<file path="config.mk">
export PLATFORM = sky130hd
export DESIGN_NAME = priority_queue_linear_scan
export DESIGN_NICKNAME = d
export VERILOG_FILES = /design/src/rtl/pqls_pkg.sv /design/src/rtl/pqls_ctrl.sv /design/src/rtl/pqls_datapath.sv /design/src/rtl/priority_queue_linear_scan.sv
export VERILOG_INCLUDE_DIRS = /design/src /design/src/rtl
export SDC_FILE = /design/constraint.sdc
export NUM_CORES = 1
export LEC_CHECK = 0
export BUFFER_PORTS_ARGS = -buffer_cell sky130_fd_sc_hd__buf_2
export CAP_MARGIN = 0
export CORE_UTILIZATION = 44
export CTS_CLUSTER_DIAMETER = 60
export DETAILED_ROUTE_END_ITERATION = 6
export GPL_ROUTABILITY_DRIVEN = 0
export GPL_TIMING_DRIVEN = 0
export RECOVER_POWER = 25
export SLEW_MARGIN = 20
export SYNTH_ARGS = -nofsm -noshare
export SYNTH_HDL_FRONTEND = slang
export SYNTH_HIERARCHICAL = 1
export SYNTH_SLANG_ARGS = --single-unit
</file>
<file path="constraint.sdc">
create_clock -name clk -period 6.3 [get_ports clk]
set_input_delay 0.315 -clock clk [delete_from_list [all_inputs] [get_ports clk]]
set_output_delay 0.315 -clock clk [all_outputs]
set_load 0.05 [all_outputs]
</file>
<file path="src/rtl/priority_queue_linear_scan_macros.svh">
// ----------------------------------------------------------------------------
// Priority queue assertion macros
// Concurrent assertion forms for the priority queue datapath.
// ----------------------------------------------------------------------------
`ifndef PRIORITY_QUEUE_LINEAR_SCAN_MACROS_SVH
`define PRIORITY_QUEUE_LINEAR_SCAN_MACROS_SVH

// Checks that a condition holds whenever the trigger holds, outside reset.
`define PQLS_ASSERT(lbl, trig, cond) \
  lbl: assert property (@(posedge clk) disable iff (!rst_n) (trig) |-> (cond)) \
    else $error("priority queue check failed");

// Checks that a condition holds in the cycle after the trigger, outside reset.
`define PQLS_ASSERT_NEXT(lbl, trig, cond) \
  lbl: assert property (@(posedge clk) disable iff (!rst_n) (trig) |=> (cond)) \
    else $error("priority queue check failed");

`endif

</file>
<file path="src/rtl/pqls_pkg.sv">
// ----------------------------------------------------------------------------
// Priority queue package
// Shared constants, status codes and control structures.
// ----------------------------------------------------------------------------
package pqls_pkg;

  localparam int DEPTH_DEF = 8;
  localparam int VAL_W     = 32;
  localparam int PRI_W     = 16;

  localparam logic REQ_INSERT = 1'b0;
  localparam logic REQ_REMOVE = 1'b1;

  typedef enum logic [1:0] {
    ST_DONE  = 2'd0,
    ST_FULL  = 2'd1,
    ST_EMPTY = 2'd2
  } pqls_status_t;

  typedef struct packed {
    logic accept;
    logic dec;
    logic scan;
    logic scan_end;
    logic fetch;
    logic shift;
    logic sh_end;
    logic fin_load;
  } pqls_cmd_t;

  typedef struct packed {
    logic req_remove;
    logic empty;
    logic scan_last;
    logic best_is_head;
    logic sh_last;
    logic out_free;
  } pqls_stat_t;

endpackage

</file>
<file path="src/rtl/pqls_ctrl.sv">
// ----------------------------------------------------------------------------
// Priority queue controller
// Sequences decode, scan, fetch, shift and result hand-off; inserts and refused requests go from decode to hand-off.
// ----------------------------------------------------------------------------
module pqls_ctrl (
  input  logic               clk,
  input  logic               rst_n,
  input  logic               in_tvalid,
  output logic               in_tready,
  input  pqls_pkg::pqls_stat_t stat,
  output pqls_pkg::pqls_cmd_t  cmd
);
  import pqls_pkg::*;

  typedef enum logic [7:0] {
    S_IDLE     = 8'b0000_0001,
    S_DEC      = 8'b0000_0010,
    S_SCAN     = 8'b0000_0100,
    S_SCAN_END = 8'b0000_1000,
    S_FETCH    = 8'b0001_0000,
    S_SHIFT    = 8'b0010_0000,
    S_SH_END   = 8'b0100_0000,
    S_FIN      = 8'b1000_0000
  } state_t;

  state_t state_r;
  state_t state_nxt;

  always_comb begin
    state_nxt = state_r;
    cmd       = '0;
    in_tready = 1'b0;
    case (state_r)
      S_IDLE: begin
        in_tready  = 1'b1;
        cmd.accept = in_tvalid;
        if (in_tvalid) begin
          state_nxt = S_DEC;
        end
      end
      S_DEC: begin
        cmd.dec = 1'b1;
        if (stat.req_remove && !stat.empty) begin
          state_nxt = S_SCAN;
        end else begin
          state_nxt = S_FIN;
        end
      end
      S_SCAN: begin
        cmd.scan = 1'b1;
        if (stat.scan_last) begin
          state_nxt = S_SCAN_END;
        end
      end
      S_SCAN_END: begin
        cmd.scan_end = 1'b1;
        state_nxt    = S_FETCH;
      end
      S_FETCH: begin
        cmd.fetch = 1'b1;
        if (stat.best_is_head) begin
          state_nxt = S_SH_END;
        end else begin
          state_nxt = S_SHIFT;
        end
      end
      S_SHIFT: begin
        cmd.shift = 1'b1;
        if (stat.sh_last) begin
          state_nxt = S_SH_END;
        end
      end
      S_SH_END: begin
        cmd.sh_end = 1'b1;
        state_nxt  = S_FIN;
      end
      S_FIN: begin
        if (stat.out_free) begin
          cmd.fin_load = 1'b1;
          state_nxt    = S_IDLE;
        end
      end
      default: begin
        state_nxt = S_IDLE;
      end
    endcase
  end

  always_ff @(posedge clk) begin
    if (!rst_n) begin
      state_r <= S_IDLE;
    end else begin
      state_r <= state_nxt;
    end
  end

endmodule

</file>
<file path="src/rtl/pqls_datapath.sv">
// ----------------------------------------------------------------------------
// Priority queue datapath
// Entry store, front and rear pointers, maximum scan, shift and result register.
// ----------------------------------------------------------------------------
`include "priority_queue_linear_scan_macros.svh"

module pqls_datapath #(
  parameter int DEPTH = pqls_pkg::DEPTH_DEF
) (
  input  logic                              clk,
  input  logic                              rst_n,
  input  logic                              in_req,
  input  logic signed [pqls_pkg::VAL_W-1:0] in_value,
  input  logic signed [pqls_pkg::PRI_W-1:0] in_prio,
  input  pqls_pkg::pqls_cmd_t               cmd,
  output pqls_pkg::pqls_stat_t              stat,
  input  logic                              out_tready,
  output logic                              out_tvalid,
  output logic [1:0]                        out_status,
  output logic signed [pqls_pkg::VAL_W-1:0] out_value
);
  import pqls_pkg::*;

  localparam int IW = $clog2(DEPTH);

  logic signed [VAL_W-1:0] val_mem [DEPTH];
  logic signed [PRI_W-1:0] pri_mem [DEPTH];

  logic                    req_remove_r;
  logic signed [VAL_W-1:0] req_value_r;
  logic signed [PRI_W-1:0] req_prio_r;

  logic [IW-1:0] head_r;
  logic [IW-1:0] tail_r;
  logic          empty_r;

  logic [IW-1:0]           scan_idx_r;
  logic                    cmp_vld_r;
  logic [IW-1:0]           cmp_idx_r;
  logic [IW-1:0]           best_idx_r;
  logic signed [PRI_W-1:0] best_pri_r;

  logic [IW-1:0] sh_idx_r;
  logic          wr_pend_r;
  logic [IW-1:0] wr_addr_r;
  logic          fetch_vld_r;

  logic signed [VAL_W-1:0] rd_val_r;
  logic signed [PRI_W-1:0] rd_pri_r;

  pqls_status_t            res_status_r;
  logic signed [VAL_W-1:0] res_value_r;

  logic                    out_vld_r;
  pqls_status_t            out_status_r;
  logic signed [VAL_W-1:0] out_value_r;

  logic                    full;
  logic                    ins_we;
  logic [IW-1:0]           ins_addr;
  logic                    mem_we;
  logic [IW-1:0]           mem_waddr;
  logic signed [VAL_W-1:0] mem_wval;
  logic signed [PRI_W-1:0] mem_wpri;
  logic [IW-1:0]           rd_addr;
  logic                    out_free;

  assign full     = (tail_r == IW'(DEPTH - 1));
  assign ins_we   = cmd.dec && (req_remove_r == REQ_INSERT) && (empty_r || !full);
  assign ins_addr = empty_r ? '0 : tail_r + IW'(1);

  assign mem_we    = ins_we || wr_pend_r;
  assign mem_waddr = wr_pend_r ? wr_addr_r : ins_addr;
  assign mem_wval  = wr_pend_r ? rd_val_r : req_value_r;
  assign mem_wpri  = wr_pend_r ? rd_pri_r : req_prio_r;

  always_comb begin
    if (cmd.scan) begin
      rd_addr = scan_idx_r;
    end else if (cmd.fetch) begin
      rd_addr = best_idx_r;
    end else begin
      rd_addr = sh_idx_r - IW'(1);
    end
  end

  assign out_free = !out_vld_r || out_tready;

  assign stat.req_remove   = (req_remove_r == REQ_REMOVE);
  assign stat.empty        = empty_r;
  assign stat.scan_last    = (scan_idx_r == tail_r);
  assign stat.best_is_head = (best_idx_r == head_r);
  assign stat.sh_last      = ((sh_idx_r - IW'(1)) == head_r);
  assign stat.out_free     = out_free;

  assign out_tvalid = out_vld_r;
  assign out_status = out_status_r;
  assign out_value  = out_value_r;

  always_ff @(posedge clk) begin
    if (mem_we) begin
      val_mem[mem_waddr] <= mem_wval;
      pri_mem[mem_waddr] <= mem_wpri;
    end
    rd_val_r <= val_mem[rd_addr];
    rd_pri_r <= pri_mem[rd_addr];
  end

  always_ff @(posedge clk) begin
    if (cmd.accept) begin
      req_remove_r <= in_req;
      req_value_r  <= in_value;
      req_prio_r   <= in_prio;
    end
    if (cmd.dec) begin
      scan_idx_r <= head_r;
    end else if (cmd.scan) begin
      scan_idx_r <= scan_idx_r + IW'(1);
    end
    cmp_idx_r <= scan_idx_r;
    if (cmp_vld_r && ((cmp_idx_r == head_r) || (rd_pri_r > best_pri_r))) begin
      best_idx_r <= cmp_idx_r;
      best_pri_r <= rd_pri_r;
    end
    if (cmd.fetch) begin
      sh_idx_r <= best_idx_r;
    end else if (cmd.shift) begin
      sh_idx_r <= sh_idx_r - IW'(1);
    end
    wr_addr_r <= sh_idx_r;
    if (cmd.dec) begin
      res_value_r <= '0;
      if (req_remove_r == REQ_REMOVE) begin
        res_status_r <= empty_r ? ST_EMPTY : ST_DONE;
      end else begin
        res_status_r <= (!empty_r && full) ? ST_FULL : ST_DONE;
      end
    end else if (fetch_vld_r) begin
      res_value_r <= rd_val_r;
    end
    if (cmd.fin_load) begin
      out_status_r <= res_status_r;
      out_value_r  <= res_value_r;
    end
  end

  always_ff @(posedge clk) begin
    if (!rst_n) begin
      head_r      <= '0;
      tail_r      <= '0;
      empty_r     <= 1'b1;
      cmp_vld_r   <= 1'b0;
      wr_pend_r   <= 1'b0;
      fetch_vld_r <= 1'b0;
      out_vld_r   <= 1'b0;
    end else begin
      cmp_vld_r   <= cmd.scan;
      wr_pend_r   <= cmd.shift;
      fetch_vld_r <= cmd.fetch;
      if (ins_we) begin
        if (empty_r) begin
          head_r  <= '0;
          tail_r  <= '0;
          empty_r <= 1'b0;
        end else begin
          tail_r <= tail_r + IW'(1);
        end
      end else if (cmd.sh_end) begin
        if (head_r == tail_r) begin
          head_r  <= '0;
          tail_r  <= '0;
          empty_r <= 1'b1;
        end else begin
          head_r <= head_r + IW'(1);
        end
      end
      if (cmd.fin_load) begin
        out_vld_r <= 1'b1;
      end else if (out_tready) begin
        out_vld_r <= 1'b0;
      end
    end
  end

  `PQLS_ASSERT(a_head_le_tail, !empty_r, head_r <= tail_r)
  `PQLS_ASSERT(a_empty_at_zero, empty_r, (head_r == '0) && (tail_r == '0))
  `PQLS_ASSERT(a_no_write_clash, wr_pend_r, !ins_we)
  `PQLS_ASSERT(a_load_when_free, cmd.fin_load, out_free)
  `PQLS_ASSERT_NEXT(a_scan_not_empty, cmd.scan, !empty_r)
  `PQLS_ASSERT_NEXT(a_scan_end_fetch, cmd.scan_end, cmd.fetch)

endmodule

</file>
<file path="src/rtl/priority_queue_linear_scan.sv">
// ----------------------------------------------------------------------------
// Linear-scan priority queue
// Unsorted array queue with insert at the rear and remove of the highest
// priority entry.
// ----------------------------------------------------------------------------
// An insert or a refused request goes from decode straight to the finish
// state. A remove of a non-empty queue scans the stored entries for the
// maximum, then fetches the winner and shifts the entries ahead of it back; both
// the maximum scan and the shift go through the entry store one read per cycle.
// One request is handled at a time, and the next one is taken while the result
// waits in the output register. Inserts are refused once the rear has reached
// the last slot, until the queue empties. On equal priorities the entry nearest
// the front is removed first.
module priority_queue_linear_scan #(
  parameter int DEPTH = pqls_pkg::DEPTH_DEF
) (
  input  logic        clk,
  input  logic        rst_n,
  input  logic        in_tvalid,
  output logic        in_tready,
  input  logic [47:0] in_tdata,  // item_value[31:0], item_priority[47:32]
  input  logic [0:0]  in_tuser,  // req_type[0]
  output logic        out_tvalid,
  input  logic        out_tready,
  output logic [31:0] out_tdata, // removed_value[31:0]
  output logic [1:0]  out_tuser  // status[1:0]
);
  import pqls_pkg::*;

  pqls_cmd_t cmd;
  pqls_stat_t stat;
  logic signed [VAL_W-1:0] out_value;

  pqls_ctrl u_ctrl (
    .clk       (clk),
    .rst_n     (rst_n),
    .in_tvalid (in_tvalid),
    .in_tready (in_tready),
    .stat      (stat),
    .cmd       (cmd)
  );

  pqls_datapath #(
    .DEPTH (DEPTH)
  ) u_datapath (
    .clk        (clk),
    .rst_n      (rst_n),
    .in_req     (in_tuser[0]),
    .in_value   (in_tdata[31:0]),
    .in_prio    (in_tdata[47:32]),
    .cmd        (cmd),
    .stat       (stat),
    .out_tready (out_tready),
    .out_tvalid (out_tvalid),
    .out_status (out_tuser),
    .out_value  (out_value)
  );

  assign out_tdata = out_value;

endmodule

</file>
; ---- After elaboration in Yosys (flattened, before gate mapping)
; Memory sizes are Yosys's and may differ from the RTL's. A register that Yosys moved wholly into a read port is not among the register bits.
; Index checks and enable logic that the tools add are counted.
; W data, S select, Z words.
[word_totals]
register_bits = 167
elab_cells = 111
in_bits = 53
out_inout_bits = 36
memories = 2
mem_bits_rw = 384
[memory_table]
columns = name, depth, word_bits, read_ports, rd_clocked_by_memory_dff, wr, line_no
row1 = u_datapath.val_mem, 8, 32, 1, 1, 1, pqls_datapath.sv:26  ; logic signed [VAL_W-1:0] val_mem [DEPTH];
row2 = u_datapath.pri_mem, 8, 16, 1, 1, 1, pqls_datapath.sv:27  ; logic signed [PRI_W-1:0] pri_mem [DEPTH];
[op_classes]
magnitude_cmp = 1
reduce_logical = 20
muxes = 43
n_bitwise = 1
n_addsub = 4
n_eq_ne = 19
[op_table]
columns = op, count
row1 = $pmux W8 S8, 1
row2 = $mux W3, 15
row3 = $mux W8, 5
row4 = $mux W32, 1
row5 = $mux W1, 17
row6 = $gt A16 B16 Y1, 1
row7 = $mux W16, 1
row8 = $eq A3 B3 Y1, 5
row9 = $reduce_bool A2 Y1, 5
row10 = $add A3 B1 Y3 const B, 3
row11 = $eq A8 B1 Y1 const B, 1
row12 = $eq A8 B2 Y1 const B, 1
row13 = $eq A8 B3 Y1 const B, 1
row14 = $eq A8 B4 Y1 const B, 1
row15 = $eq A8 B5 Y1 const B, 1
row16 = $eq A8 B6 Y1 const B, 1
row17 = $eq A8 B7 Y1 const B, 1
row18 = $eq A8 B8 Y1 const B, 1
row19 = $mux W7, 1
row20 = $ne A2 B2 Y1 const B, 3
row21 = $logic_and A1 B1 Y1, 5
row22 = $logic_or A1 B1 Y1, 4
row23 = $mux W2, 2
row24 = $ne A2 B1 Y1 const B, 2
row25 = 6 further kinds, 9

; ---- Logic depth before layout (Yosys ltp)
[depth]
ltp_word = 7
mapped_depth = 11
mapped_depth_nobuf = 8

; ---- Hierarchy
; The synthesis kept the hierarchy.
[by_module_without_submodules]
columns = mod, cells_per_inst, area_each_um2, seq_area_each_um2, instances
row1 = pqls_datapath, 1477, 22728.0, 16776.1, 1
row2 = pqls_ctrl, 56, 506.7, 160.2, 1

; ---- Worst setup path before layout
; Ideal clock, no wire load.
[synth_path]
path_kind = register -> register
from = register u_ctrl.state_r[2]
to = memory u_datapath.pri_mem[2][0], enable pin
setup_slack_ps = 1567
path_buffers = 1
path_stages_with_launch = 10
required_time_ps = 5846
t_arrival_ps = 4279
cell_sequence = dfxtp_1 -> nor4_4 -> nand4b_1 -> inv_1 -> buf_2 -> inv_1 -> a211oi_2 -> o21ai_0 -> mux2_2 -> nor2_1
[synth_rtl]
columns = element, line_no
row1 = "start, declared", pqls_ctrl.sv:26  ; state_t state_r;
row2 = "start signal, assigned", pqls_ctrl.sv:93  ; state_r <= state_nxt;
row3 = "end, declared", pqls_datapath.sv:27

==> metrics <==
Syn. warnings 6; number of sinks on the clock net 599; post-layout minimum cycle time 4.86 ns; net switching share of the total power 21.0%; Fmax achieved 206 MHz; effective utilization at floorplan 44.9%; Non-Filler Cell Area, Final 27,500 um2; capturing element type of the critical path flop; Final Cycle Share 77.2%; gate count after technology mapping 1,532; average routed wire per standard cell 22.6 um; max-slew violation total from the final report 27; leakage power 9.13 nW; type of origin of the critical path flop; Mapped Nets 1,606; number of hold buffers added after cts 51; post-layout instance count excluding filler cells 2,486; Worst IR Drop VDD 0.200 mV; Via Count 14,200; die width 232 um; pin count of the biggest net entering global routing 27; Post-CTS Repair Setup Buffers 0; Post-Syn Area 23,200 um2; portion of total power attributed to sequential cells 53.9%; number of placement rows 83; number of setup violations in the final report 0; later-pin clock latency in the skew report 0.62 ns; total gr overflow 0; overall global routing resource usage 21.1%; critical-path cell with the highest stage delay sky130_fd_sc_hd__nor4_1; crit path setup slack, layout 1.44 ns; layout cells sized above 1 15.7%; logic gate share of total power 3.4%; most common cell after layout, fill and taps aside sky130_fd_sc_hd__edfxtp_1; critical path peak fanout 20; net count of the finished layout 1,828; cell area power density 300 nW/um2; WP data required 6.62 ns; type of the worst setup path reg -> reg; cell repeated most along the worst path sky130_fd_sc_hd__inv_1; metal1 wirelength 24,900 um; wire length on met2 26,500 um; top-level port count 89; worst slew margin relative to its limit -13.0%; post-route core utilization 53.1%; mean number of vias per cell 5.70; number of iterations in the first detailed-routing pass 5; total length of routed met3 wires 3730 um; area grow syn2layout 18.2%; most used cells in the layout excluding fill and tap cells sky130_fd_sc_hd__edfxtp_1 (494), sky130_fd_sc_hd__clkbuf_1 (128), sky130_fd_sc_hd__dfxtp_1 (105), sky130_fd_sc_hd__o21ai_0 (100), sky130_fd_sc_hd__buf_2 (69); clock network fraction of design power 42.7%; total wire length after detailed routing 56,300 um; Post-route DRC 0; slew at the pin closest to its max-slew limit 1.70 ns; internal power 0.00650 W; Longest Clk Path Bufs 3; number of global-route vias before repair 14,200; deepest level of the CTS H-tree 2; wire length of the first global-routing pass 85,400 um; Max Clock Skew 0.0195 ns; uppermost layer routed met4; placement-stage cell area 25,100 um2; status finished with violations; die area 53,700 um2; RSZ-0062 raised after global routing no; violations in the final reports max-capacitance violations, max-slew violations; CTS Root Cell sky130_fd_sc_hd__clkbuf_16; total placed cells including tap cells 2,320; clk slew on worst S/H paths 0.06 ns; initial antenna violation count 1; number of CTS-inserted buffers 61; power dissipated by switching net loads 0.00173 W; post-detailed-placement half-perimeter wirelength 36,000 um; post-synthesis area per instance 15.2 um2; worst setup slack after placement 1.90 ns; minimum hold slack 0.112 ns; arrival time worst endpoint 5.18 ns; cells resized by post-CTS repair 0; Port Buf Inserts 88; # diodes 0; area of the placeable core 51,700 um2; final hold viol count 0; clock tree from TritonCTS built; remaining number of nets flagged by the antenna check after routing 0; worst hold-check path type in -> reg; worst path cell trace nor4_1 > nand4b_1 > inv_1 > buf_2 > inv_1 > a211oi_2 > o21ai_0 > mux2_2 > nor2_4 > buf_16 > buf_12; vertical die dimension 232 um; max capacitance violation total 1; Largest stage delay, worst path 0.87 ns; initial drt markers 1,141
## registers in the layout (all words and copies together) (netlist names), 2 cells and up
signal / count
u_datapath/wr_addr_r: 3
u_datapath/out_status: 2
u_datapath/cmp_idx_r: 3
u_datapath/req_value_r: 32
u_ctrl/state_r: 8
u_datapath/rd_val_r: 32
u_datapath/tail_r: 3
u_datapath/head_r: 3
u_datapath/req_prio_r: 16
u_datapath/rd_pri_r: 16
u_datapath/best_pri_r: 16
u_datapath/out_value: 32
u_datapath/res_value_r: 32
u_datapath/scan_idx_r: 3
u_datapath/sh_idx_r: 3
u_datapath/val_mem: 256
u_datapath/res_status_r: 2
u_datapath/best_idx_r: 3
u_datapath/pri_mem: 128
## power by group through the flow
stage / logic (W) / clock network (W) / registers, W
detailed placement: 0.000261 / 0 / 0.00452
global route: 0.000306 / 0.00372 / 0.00444
floorplan: 0.000149 / 0 / 0.00451
finish: 0.000278 / 0.00352 / 0.00443
CTS: 0.000286 / 0.00358 / 0.00444
global placement: 0.000230 / 0 / 0.00453
## layout make-up
type | count | area (um2)
Fill cell | 4319 | 24300
Sequential cell | 599 | 16900
Multi-Input combinational cell | 785 | 5720
Clock buffer | 76 | 1650
Timing Repair Buffer | 159 | 1360
Tap cell | 680 | 851
Buffer | 115 | 483
Clock inverter | 39 | 322
Inverter | 33 | 124
## stage by stage
stage	power [W]	TNS [ns]
2_1_floorplan	0.00466	0
3_3_place_gp	0.00476	-350.18
3_5_place_dp	0.00478	0
4_1_cts	0.00830	0
5_1_grt	0.00847	0
6_report	0.00823	0
## worst max-delay path: cells and delay by family (launching register included)
family / cells / cell delay, ns
AOI/OAI and AO/OA: 2 / 0.78
buffers and inverters: 5 / 1.31
DFF: 1 / 0.35
muxes: 1 / 0.40
and+or+nand+nor: 3 / 1.70
## per-layer routing
layer / global-route usage, % / vias up
met5: 0 / -
met4: 6.72 / 0
met3: 3.61 / 71
met2: 33.5 / 520
met1: 29.4 / 7124
li1: - / 6452
## path summary, 6_finish.rpt
kind                                         endpoint  slack (ns)                              from  depth (start not counted)
setup / recovery  u_datapath/val_mem[0][17]$_DFFE_PP_        1.44    u_ctrl/state_r[2]$_SDFFE_PN0P_                         11
hold / removal         u_ctrl/state_r[0]$_SDFFE_PN1P_        0.11                         in_tvalid                          4
setup reg to reg  u_datapath/val_mem[0][17]$_DFFE_PP_        1.44    u_ctrl/state_r[2]$_SDFFE_PN0P_                         11
hold reg to reg       u_datapath/wr_addr_r[1]$_DFF_P_        0.40  u_datapath/sh_idx_r[1]$_DFFE_PP_                          0
Power figures use the tool's default switching activity.
